--- src/rtl/abra_pkg.sv ---
// ----------------------------------------------------------------------------
// abra_pkg
// Shared types and constants for the alternating-bit receiver with Adler-32.
// ----------------------------------------------------------------------------
package abra_pkg;

	// payload bytes covered by the checksum per packet
	localparam int MAX_PAYLOAD = 512;
	localparam int BCNT_W      = $clog2(MAX_PAYLOAD + 1);

	// queue between front and back end (power of two)
	localparam int QUEUE_DEPTH = 4;
	localparam int QPTR_W      = $clog2(QUEUE_DEPTH);
	localparam int QCNT_W      = $clog2(QUEUE_DEPTH + 1);

	localparam logic [16:0] ADLER_MOD   = 17'd65521;
	localparam logic [3:0]  ATTEMPT_MAX = 4'd15;
	localparam logic [15:0] COUNT_MAX   = 16'hFFFF;

	localparam int IN_TDATA_W  = 48;
	localparam int OUT_TDATA_W = 24;

	typedef enum logic [1:0] {
		KIND_BYTE   = 2'd0,
		KIND_LAST   = 2'd1,
		KIND_RX_ERR = 2'd2
	} kind_t;

	typedef enum logic [2:0] {
		STAT_ACCEPTED  = 3'd0,
		STAT_CSUM_ERR  = 3'd1,
		STAT_WRONG_SEQ = 3'd2,
		STAT_RX_ERR    = 3'd3,
		STAT_GIVEN_UP  = 3'd4
	} status_t;

	typedef enum logic [0:0] {
		CFG_PKTS_EXPECTED = 1'b0,
		CFG_RETRY_LIMIT   = 1'b1
	} cfg_idx_t;

	// one classified request as it sits in the queue
	typedef struct packed {
		kind_t       kind;
		logic        use_byte;
		logic [7:0]  data_byte;
		logic        seq;
		logic        ack;
		logic [31:0] checksum;
	} entry_t;

	// result item, ack_valid in the lowest bit
	typedef struct packed {
		logic        session_done;
		logic [15:0] packets_received;
		status_t     status;
		logic        ack_value;
		logic        ack_valid;
	} result_t;

endpackage

--- src/rtl/abra_front.sv ---
// ----------------------------------------------------------------------------
// abra_front
// Accepts requests, classifies them and decides per byte whether it enters
// the checksum (zero-byte cutoff and payload length limit).
// ----------------------------------------------------------------------------
module abra_front (
	input  logic                             clk,
	input  logic                             arst_n,
	input  logic                             s_tvalid,
	output logic                             s_tready,
	input  logic [abra_pkg::IN_TDATA_W-1:0]  s_tdata,
	input  logic                             s_tlast,
	input  logic                             s_tuser,
	input  logic                             q_full,
	output logic                             q_push,
	output abra_pkg::entry_t                 q_entry
);

	logic                       zero_seen_q;
	logic [abra_pkg::BCNT_W-1:0] byte_cnt_q;
	logic [7:0]                 data_byte;
	logic                       in_window;

	assign data_byte = s_tdata[7:0];
	assign s_tready  = !q_full;
	assign q_push    = s_tvalid && !q_full;
	assign in_window = !zero_seen_q
		&& (byte_cnt_q < abra_pkg::BCNT_W'(abra_pkg::MAX_PAYLOAD));

	always_comb begin
		q_entry.data_byte = data_byte;
		q_entry.seq       = s_tdata[8];
		q_entry.ack       = s_tdata[9];
		q_entry.checksum  = s_tdata[41:10];
		q_entry.use_byte  = !s_tuser && in_window && (data_byte != 8'd0);
		if (s_tuser) begin
			q_entry.kind = abra_pkg::KIND_RX_ERR;
		end else if (s_tlast) begin
			q_entry.kind = abra_pkg::KIND_LAST;
		end else begin
			q_entry.kind = abra_pkg::KIND_BYTE;
		end
	end

	// packet-local window; restarts after a last byte or a receive error
	always_ff @(posedge clk or negedge arst_n) begin
		if (!arst_n) begin
			zero_seen_q <= 1'b0;
			byte_cnt_q  <= '0;
		end else if (q_push) begin
			if (s_tuser || s_tlast) begin
				zero_seen_q <= 1'b0;
				byte_cnt_q  <= '0;
			end else if (in_window) begin
				if (data_byte == 8'd0) begin
					zero_seen_q <= 1'b1;
				end else begin
					byte_cnt_q <= byte_cnt_q + abra_pkg::BCNT_W'(1);
				end
			end
		end
	end

	a_cnt_bound: assert property (@(posedge clk) disable iff (!arst_n)
		byte_cnt_q <= abra_pkg::BCNT_W'(abra_pkg::MAX_PAYLOAD))
		else $error("byte count past payload limit");

	a_zero_freezes: assert property (@(posedge clk) disable iff (!arst_n)
		(zero_seen_q && q_push && !s_tuser && !s_tlast) |=> $stable(byte_cnt_q))
		else $error("byte count moved after zero byte");

	a_no_use_out: assert property (@(posedge clk) disable iff (!arst_n)
		(q_push && !in_window) |-> !q_entry.use_byte)
		else $error("byte outside window marked for checksum");

endmodule

--- src/rtl/abra_queue.sv ---
// ----------------------------------------------------------------------------
// abra_queue
// Small register FIFO between front and back end.
// ----------------------------------------------------------------------------
module abra_queue (
	input  logic              clk,
	input  logic              arst_n,
	input  logic              push,
	input  abra_pkg::entry_t  push_entry,
	output logic              full,
	input  logic              pop,
	output logic              head_valid,
	output abra_pkg::entry_t  head_entry
);

	abra_pkg::entry_t              mem_q [abra_pkg::QUEUE_DEPTH];
	logic [abra_pkg::QPTR_W-1:0]  wr_ptr_q;
	logic [abra_pkg::QPTR_W-1:0]  rd_ptr_q;
	logic [abra_pkg::QCNT_W-1:0]  count_q;

	assign full       = (count_q == abra_pkg::QCNT_W'(abra_pkg::QUEUE_DEPTH));
	assign head_valid = (count_q != '0);
	assign head_entry = mem_q[rd_ptr_q];

	always_ff @(posedge clk) begin
		if (push) begin
			mem_q[wr_ptr_q] <= push_entry;
		end
	end

	always_ff @(posedge clk or negedge arst_n) begin
		if (!arst_n) begin
			wr_ptr_q <= '0;
			rd_ptr_q <= '0;
			count_q  <= '0;
		end else begin
			if (push) begin
				wr_ptr_q <= wr_ptr_q + abra_pkg::QPTR_W'(1);
			end
			if (pop) begin
				rd_ptr_q <= rd_ptr_q + abra_pkg::QPTR_W'(1);
			end
			if (push && !pop) begin
				count_q <= count_q + abra_pkg::QCNT_W'(1);
			end else if (pop && !push) begin
				count_q <= count_q - abra_pkg::QCNT_W'(1);
			end
		end
	end

	a_count_bound: assert property (@(posedge clk) disable iff (!arst_n)
		count_q <= abra_pkg::QCNT_W'(abra_pkg::QUEUE_DEPTH))
		else $error("queue count overflow");

	a_pop_nonempty: assert property (@(posedge clk) disable iff (!arst_n)
		pop |-> head_valid)
		else $error("pop from empty queue");

	a_ptr_gap: assert property (@(posedge clk) disable iff (!arst_n)
		(count_q == '0) |-> (wr_ptr_q == rd_ptr_q))
		else $error("queue pointers disagree with count");

endmodule

--- src/rtl/abra_back.sv ---
// ----------------------------------------------------------------------------
// abra_back
// Runs the Adler-32 update and the alternating-bit session logic, and holds
// the result register toward the output stream.
// ----------------------------------------------------------------------------
module abra_back (
	input  logic                              clk,
	input  logic                              arst_n,
	input  logic                              cfg_wen,
	input  abra_pkg::cfg_idx_t                cfg_addr,
	input  logic [15:0]                       cfg_wdata,
	input  logic                              head_valid,
	input  abra_pkg::entry_t                  head_entry,
	output logic                              pop,
	output logic                              m_tvalid,
	input  logic                              m_tready,
	output logic [abra_pkg::OUT_TDATA_W-1:0]  m_tdata
);

	logic [15:0] pkts_expected_q;
	logic [3:0]  retry_limit_q;

	logic [15:0] sum_low_q, sum_high_q;
	logic        expected_seq_q, last_good_ack_q, held_seq_q, held_ack_q;
	logic [3:0]  attempt_q;
	logic [15:0] accepted_q;
	logic        finished_q;

	logic             out_valid_q;
	abra_pkg::result_t out_q;

	logic [16:0] low_add, high_add;
	logic [15:0] low_upd, high_upd, low_byte, high_byte;
	logic [15:0] sum_low_d, sum_high_d;
	logic        expected_seq_d, last_good_ack_d, held_seq_d, held_ack_d;
	logic [3:0]  attempt_d, attempt_inc;
	logic [15:0] accepted_d, accepted_inc;
	logic        finished_d;
	logic        judged, good, take;
	abra_pkg::result_t res;

	assign pop      = head_valid && (!out_valid_q || m_tready);
	assign m_tvalid = out_valid_q;
	assign m_tdata  = {(abra_pkg::OUT_TDATA_W - $bits(abra_pkg::result_t))'(0), out_q};

	// two modular adds; sums always stay below the modulus
	always_comb begin
		low_add   = {1'b0, sum_low_q} + {9'd0, head_entry.data_byte};
		low_byte  = (low_add >= abra_pkg::ADLER_MOD) ?
			16'(low_add - abra_pkg::ADLER_MOD) : low_add[15:0];
		high_add  = {1'b0, sum_high_q} + {1'b0, low_byte};
		high_byte = (high_add >= abra_pkg::ADLER_MOD) ?
			16'(high_add - abra_pkg::ADLER_MOD) : high_add[15:0];
		low_upd   = head_entry.use_byte ? low_byte : sum_low_q;
		high_upd  = head_entry.use_byte ? high_byte : sum_high_q;
	end

	always_comb begin
		sum_low_d       = sum_low_q;
		sum_high_d      = sum_high_q;
		expected_seq_d  = expected_seq_q;
		last_good_ack_d = last_good_ack_q;
		held_seq_d      = held_seq_q;
		held_ack_d      = held_ack_q;
		attempt_d       = attempt_q;
		accepted_d      = accepted_q;
		finished_d      = finished_q;
		judged          = 1'b0;
		good            = 1'b0;
		take            = 1'b0;
		res.ack_valid   = 1'b0;
		res.ack_value   = 1'b0;
		res.status      = abra_pkg::STAT_ACCEPTED;
		attempt_inc  = (attempt_q != abra_pkg::ATTEMPT_MAX) ? attempt_q + 4'd1 : attempt_q;
		accepted_inc = (accepted_q != abra_pkg::COUNT_MAX) ? accepted_q + 16'd1 : accepted_q;

		if (pop && !finished_q) begin
			case (head_entry.kind)
				abra_pkg::KIND_BYTE: begin
					sum_low_d  = low_upd;
					sum_high_d = high_upd;
				end
				abra_pkg::KIND_LAST: begin
					judged     = 1'b1;
					held_seq_d = head_entry.seq;
					held_ack_d = head_entry.ack;
					sum_low_d  = 16'd1;
					sum_high_d = 16'd0;
					if ({high_upd, low_upd} != head_entry.checksum) begin
						res.status = abra_pkg::STAT_CSUM_ERR;
					end else if (head_entry.seq != expected_seq_q) begin
						res.status    = abra_pkg::STAT_WRONG_SEQ;
						res.ack_valid = 1'b1;
						res.ack_value = last_good_ack_q;
					end else begin
						res.status    = abra_pkg::STAT_ACCEPTED;
						res.ack_valid = 1'b1;
						res.ack_value = head_entry.ack;
						good          = 1'b1;
					end
				end
				default: begin
					judged        = 1'b1;
					sum_low_d     = 16'd1;
					sum_high_d    = 16'd0;
					res.status    = abra_pkg::STAT_RX_ERR;
					res.ack_valid = 1'b1;
					res.ack_value = last_good_ack_q;
				end
			endcase

			if (judged) begin
				attempt_d = attempt_inc;
				take      = good || (attempt_inc >= retry_limit_q);
				if (take) begin
					if (!good) begin
						res.status = abra_pkg::STAT_GIVEN_UP;
					end
					last_good_ack_d = held_ack_d;
					expected_seq_d  = !held_seq_d;
					accepted_d      = accepted_inc;
					attempt_d       = 4'd0;
					if ((attempt_inc >= retry_limit_q) || (accepted_inc >= pkts_expected_q)) begin
						finished_d = 1'b1;
					end
				end
			end
		end
		res.packets_received = accepted_d;
		res.session_done     = finished_d;
	end

	always_ff @(posedge clk or negedge arst_n) begin
		if (!arst_n) begin
			pkts_expected_q <= 16'd1;
			retry_limit_q   <= 4'd8;
			sum_low_q       <= 16'd1;
			sum_high_q      <= 16'd0;
			expected_seq_q  <= 1'b0;
			last_good_ack_q <= 1'b0;
			held_seq_q      <= 1'b0;
			held_ack_q      <= 1'b0;
			attempt_q       <= 4'd0;
			accepted_q      <= 16'd0;
			finished_q      <= 1'b0;
			out_valid_q     <= 1'b0;
		end else begin
			if (cfg_wen) begin
				unique case (cfg_addr)
					abra_pkg::CFG_PKTS_EXPECTED: pkts_expected_q <= cfg_wdata;
					abra_pkg::CFG_RETRY_LIMIT:   retry_limit_q   <= cfg_wdata[3:0];
					default: ;
				endcase
			end
			sum_low_q       <= sum_low_d;
			sum_high_q      <= sum_high_d;
			expected_seq_q  <= expected_seq_d;
			last_good_ack_q <= last_good_ack_d;
			held_seq_q      <= held_seq_d;
			held_ack_q      <= held_ack_d;
			attempt_q       <= attempt_d;
			accepted_q      <= accepted_d;
			finished_q      <= finished_d;
			if (judged) begin
				out_valid_q <= 1'b1;
			end else if (m_tready) begin
				out_valid_q <= 1'b0;
			end
		end
	end

	always_ff @(posedge clk) begin
		if (judged) begin
			out_q <= res;
		end
	end

	a_done_sticky: assert property (@(posedge clk) disable iff (!arst_n)
		finished_q |=> finished_q)
		else $error("session end cleared");

	a_no_result_after_done: assert property (@(posedge clk) disable iff (!arst_n)
		finished_q |-> !judged)
		else $error("result produced after session end");

	a_accept_acks: assert property (@(posedge clk) disable iff (!arst_n)
		(judged && good) |-> (res.ack_valid && res.ack_value == head_entry.ack))
		else $error("accepted packet without its ack");

endmodule

--- src/rtl/alternating_bit_receiver_adler32.sv ---
// ----------------------------------------------------------------------------
// alternating_bit_receiver_adler32
// Receive side of an alternating-bit transfer with Adler-32 payload check.
// ----------------------------------------------------------------------------
// Takes one request per cycle, sustained, as long as the result stream keeps
// up: the back end updates both Adler sums and judges a packet combinationally
// from the queue head, so that update sets the rate. A judged request (last
// byte or receive error) is written into the four-entry queue and then into
// the result register, which drives m_tvalid. While the result side stalls,
// the queue still takes up to four more requests. Payload bytes and requests
// arriving after the session has ended give no result.
module alternating_bit_receiver_adler32 (
	input  logic                              clk,
	input  logic                              arst_n,
	input  logic                              cfg_wen,
	input  logic                              cfg_addr,
	input  logic [15:0]                       cfg_wdata,
	input  logic                              s_tvalid,
	output logic                              s_tready,
	// data_byte[7:0], packet_seq[8], packet_ack[9], packet_checksum[41:10]
	input  logic [abra_pkg::IN_TDATA_W-1:0]   s_tdata,
	input  logic                              s_tlast,  // last_byte
	input  logic                              s_tuser,  // req_type
	output logic                              m_tvalid,
	input  logic                              m_tready,
	// ack_valid[0], ack_value[1], status[4:2], packets_received[20:5],
	// session_done[21]
	output logic [abra_pkg::OUT_TDATA_W-1:0]  m_tdata
);

	logic             q_full, q_push, q_pop, head_valid;
	abra_pkg::entry_t push_entry, head_entry;

	abra_front u_front (
		.clk      (clk),
		.arst_n   (arst_n),
		.s_tvalid (s_tvalid),
		.s_tready (s_tready),
		.s_tdata  (s_tdata),
		.s_tlast  (s_tlast),
		.s_tuser  (s_tuser),
		.q_full   (q_full),
		.q_push   (q_push),
		.q_entry  (push_entry)
	);

	abra_queue u_queue (
		.clk        (clk),
		.arst_n     (arst_n),
		.push       (q_push),
		.push_entry (push_entry),
		.full       (q_full),
		.pop        (q_pop),
		.head_valid (head_valid),
		.head_entry (head_entry)
	);

	abra_back u_back (
		.clk        (clk),
		.arst_n     (arst_n),
		.cfg_wen    (cfg_wen),
		.cfg_addr   (abra_pkg::cfg_idx_t'(cfg_addr)),
		.cfg_wdata  (cfg_wdata),
		.head_valid (head_valid),
		.head_entry (head_entry),
		.pop        (q_pop),
		.m_tvalid   (m_tvalid),
		.m_tready   (m_tready),
		.m_tdata    (m_tdata)
	);

endmodule
--- config.mk ---
export PLATFORM = sky130hd
export DESIGN_NAME = alternating_bit_receiver_adler32
export DESIGN_NICKNAME = d
export VERILOG_FILES = /design/src/rtl/abra_pkg.sv /design/src/rtl/abra_front.sv /design/src/rtl/abra_queue.sv /design/src/rtl/abra_back.sv /design/src/rtl/alternating_bit_receiver_adler32.sv
export SDC_FILE = /design/constraint.sdc
export NUM_CORES = 1
export LEC_CHECK = 0
export BUFFER_PORTS_ARGS = -buffer_cell sky130_fd_sc_hd__buf_2
export CORE_UTILIZATION = 30
export CTS_BUF_LIST = sky130_fd_sc_hd__clkbuf_4 sky130_fd_sc_hd__clkbuf_8
export CTS_CLUSTER_DIAMETER = 80
export DETAILED_ROUTE_END_ITERATION = 10
export PLACE_DENSITY_LB_ADDON = 0.2
export REMOVE_ABC_BUFFERS = 1
export SYNTH_ARGS = -nofsm -noshare
export SYNTH_HDL_FRONTEND = slang
export SYNTH_SLANG_ARGS = --single-unit
export TNS_END_PERCENT = 100
--- constraint.sdc ---
create_clock -name clk -period 9.4 [get_ports clk]
set_clock_uncertainty 0.15 [all_clocks]
set_input_delay 0.47 -clock clk [delete_from_list [all_inputs] [get_ports clk]]
set_output_delay 0.47 -clock clk [all_outputs]
set_load 0.03 [all_outputs]
==> metrics.txt <==
outcome=finished, final reports clean; prevailing post-synth register cell=edfxtp_1; ANT nets after route=0; pre-CTS setup slack=213 ps; GR Util All Layers=16.5%; area leader, netlist=edfxtp_1; Slowest Stage Delay on Critical Path=520 ps; Lkg Pwr=7.81 nW; Syn-to-layout area delta=19.8%; cells after synthesis=1452; Max Fclk=111 MHz; clk sinks=298; critical path capture point type=flop; Worst Hold Class=in2reg; slew margin rel.=31.1%; Clock transition at path regs=60 ps; Required @ worst endpoint=9610 ps; CP Max Fanout=11; Crit path max-delay family=simple AND/OR/NAND/NOR gates; Max Cap Violations=0; DRC Markers=0; critical path launch point type=flop; Final Worst Setup Slack=412 ps; final hold violations=0; Worst EP arrival=9200 ps; Root Driver=clkbuf_8; Crit-path slowest cell=mux4_2; Initial Utilization=30.4%; Filler cells=5522; minimum clock period=8990 ps; register bit total from synthesis=298; Synth top area share=36.0%; Site Rows=86; remaining global-route overflow=0; clock tree buffer depth=3; top cells by area, synth=edfxtp_1 (36%), dfrtp_1 (14%), mux4_2 (4.7%), ha_1 (4.3%), xnor2_1 (3.0%); Pre-Repair DR Iteration Count=5; fraction of registers with async set/reset=32.2%; Buffers on Ports=89; Post-DP HPWL=33200 microns; via count=12500; CP Launch Point=u_queue.rd_ptr_q[0]; Yosys warning count=0; full die area=0.0571 sq mm; die height=239 microns; nets=1787; Hold Crit Start=s_tlast; initial antenna violation count=1; Post-Syn Area=0.0168 sq mm; clk_lat worst skew=650 ps; CTS tree=built; final WL=46500 microns; setup bufs post-CTS=0; Ports=98; most frequent CP cell=buf_4; worst slew pin tran=1030 ps; pwr/cell area=365 mW/mm^2; critical path class=reg2reg; WP buf/inv=4; initial DRC count=860; first-pass GRT wire length=72100 microns; Seq/Total Area, Yosys=50.3%; core footprint=0.0553 sq mm; share of layout cells above drive strength 1=21.2%; Die Width=239 microns; vias in the first global route=12300; CTS H-tree lvls=2; largest net degree at the start of global routing=50; total clock buffers created by CTS=54; EDFF count, synth=202; worst r2r src=u_queue.rd_ptr_q[0]; vias per cell=5.14; Slew Viols, Final=0; Setup-failing EPs final=0; mean area per synthesized cell=11.6 sq um; maximum VDD drop=0.153 mV; Unique masters post-synth=100; final worst path period share=95.6%; drt wl/cell=19.1 microns; final hold slack=69.0 ps; routability congestion estimate=0.882
[logic make-up (layout without fill, tap and decap cells)]
kind of cell	count (synthesis)	after routing	synth area share [%]
muxes	83	83	8.80
DFF	298	298	50.3
adders and majority gates	61	61	4.67
buffers and inverters	114	352	2.96
xor gates and xnor gates	101	101	5.25
and+or+nand+nor	467	467	14.3
AOI/OAI and AO/OA	327	327	13.7
other	1	3	0.0223
[timing repair]
action,4_1_cts,5_1_grt
endpoints found under the hold margin,241,0
hold buffers,61,0
resized for setup,0,16
setup endpoints to repair,0,45
[per-stage QoR]
stage / power, mW / instances / area (sq um) / util (%) / TNS (ps)
finish: 7.37 / 2440 / 20200 / 36.5 / 0
global route: 7.88 / 2440 / 20200 / 36.5 / -0.0355
CTS: 7.36 / 2439 / 20100 / 36.3 / 0
detailed placement: 6.07 / 2285 / 18400 / 33.3 / 0
global placement: 6.04 / 2285 / 18400 / 33.3 / 0
floorplan: 4.68 / 1385 / 16500 / - / -56460
[flip-flops by register name (all words and copies together), names as in the netlist]
name and flops:
u_back.accepted_q 16, u_back.attempt_q 4, u_back.expected_seq_q 1, u_back.finished_q 1
u_back.held_ack_q 1, u_back.held_seq_q 1, u_back.last_good_ack_q 1, u_back.m_tdata 22
u_back.m_tvalid 1, u_back.pkts_expected_q 16, u_back.retry_limit_q 4, u_back.sum_high_q 16
u_back.sum_low_q 16, u_front.byte_cnt_q 10, u_front.zero_seen_q 1, u_queue.count_q 3
u_queue.mem_q 180, u_queue.rd_ptr_q 2, u_queue.wr_ptr_q 2
[layout make-up]
cell class	count	area, sq um	share of cell area, %
diodes	1	2.50	0.0124
clock buffers	80	957	4.74
clock inverters	13	108	0.533
inverters	46	173	0.856
multi-input cells	1041	7980	39.5
flip-flops and latches	298	8480	42.0
well taps	748	936	4.64
repair buffers	213	1550	7.67
[power by group]
group / internal, mW / switching [mW]
sequential: 1.74 / 0.141
clock: 0.678 / 0.544
combinational: 1.61 / 2.67
total: 4.02 / 3.35
[Yosys cell counts (all sizes together) (36+ instances only)]
library cell  count
edfxtp          202
nand2           118
nor2            104
dfrtp            93
o21ai            83
ha               58
xnor2            58
a21oi            53
inv              45
mux4             44
xor2             43
nand3            41
clkbuf           36
[per-layer routing]
layer	global-route usage, %	share of wire [%]
met1	23.1	47
met2	26.0	46
met3	2.66	4.5
met4	5.05	2.4
met5	0	0
[worst min-delay path, delay by kind of cell]
family,cells,cell delay [ps]
buffers and inverters,1,100
AOI/OAI and AO/OA,1,70
and+or+nand+nor,2,150
[cells in the final DEF (no fill, tap or decap), drive strengths merged, types with 34 or more instances in the layout]
cell type / count
nor2: 104
a21oi: 53
inv: 48
ha: 58
nand2: 118
clkbuf: 80
xnor2: 58
nor3: 34
nand3: 41
edfxtp: 202
mux4: 44
o21ai: 83
dfrtp: 93
xor2: 43
buf: 152
dlygate4sd3: 61
[worst paths after layout]
kind	slack, ps	depth (start not counted)	end
hold reg to reg	330	2	u_back.sum_low_q[0]
max in group asynchronous	7520	3	u_queue.rd_ptr_q[0]
min in group asynchronous	290	2	u_back.pkts_expected_q[7]
setup / recovery	410	31	u_back.m_tdata[20]
hold / removal	70	4	u_front.byte_cnt_q[1]
setup reg to reg	410	31	u_back.m_tdata[20]
Power figures use the tool's default switching activity.
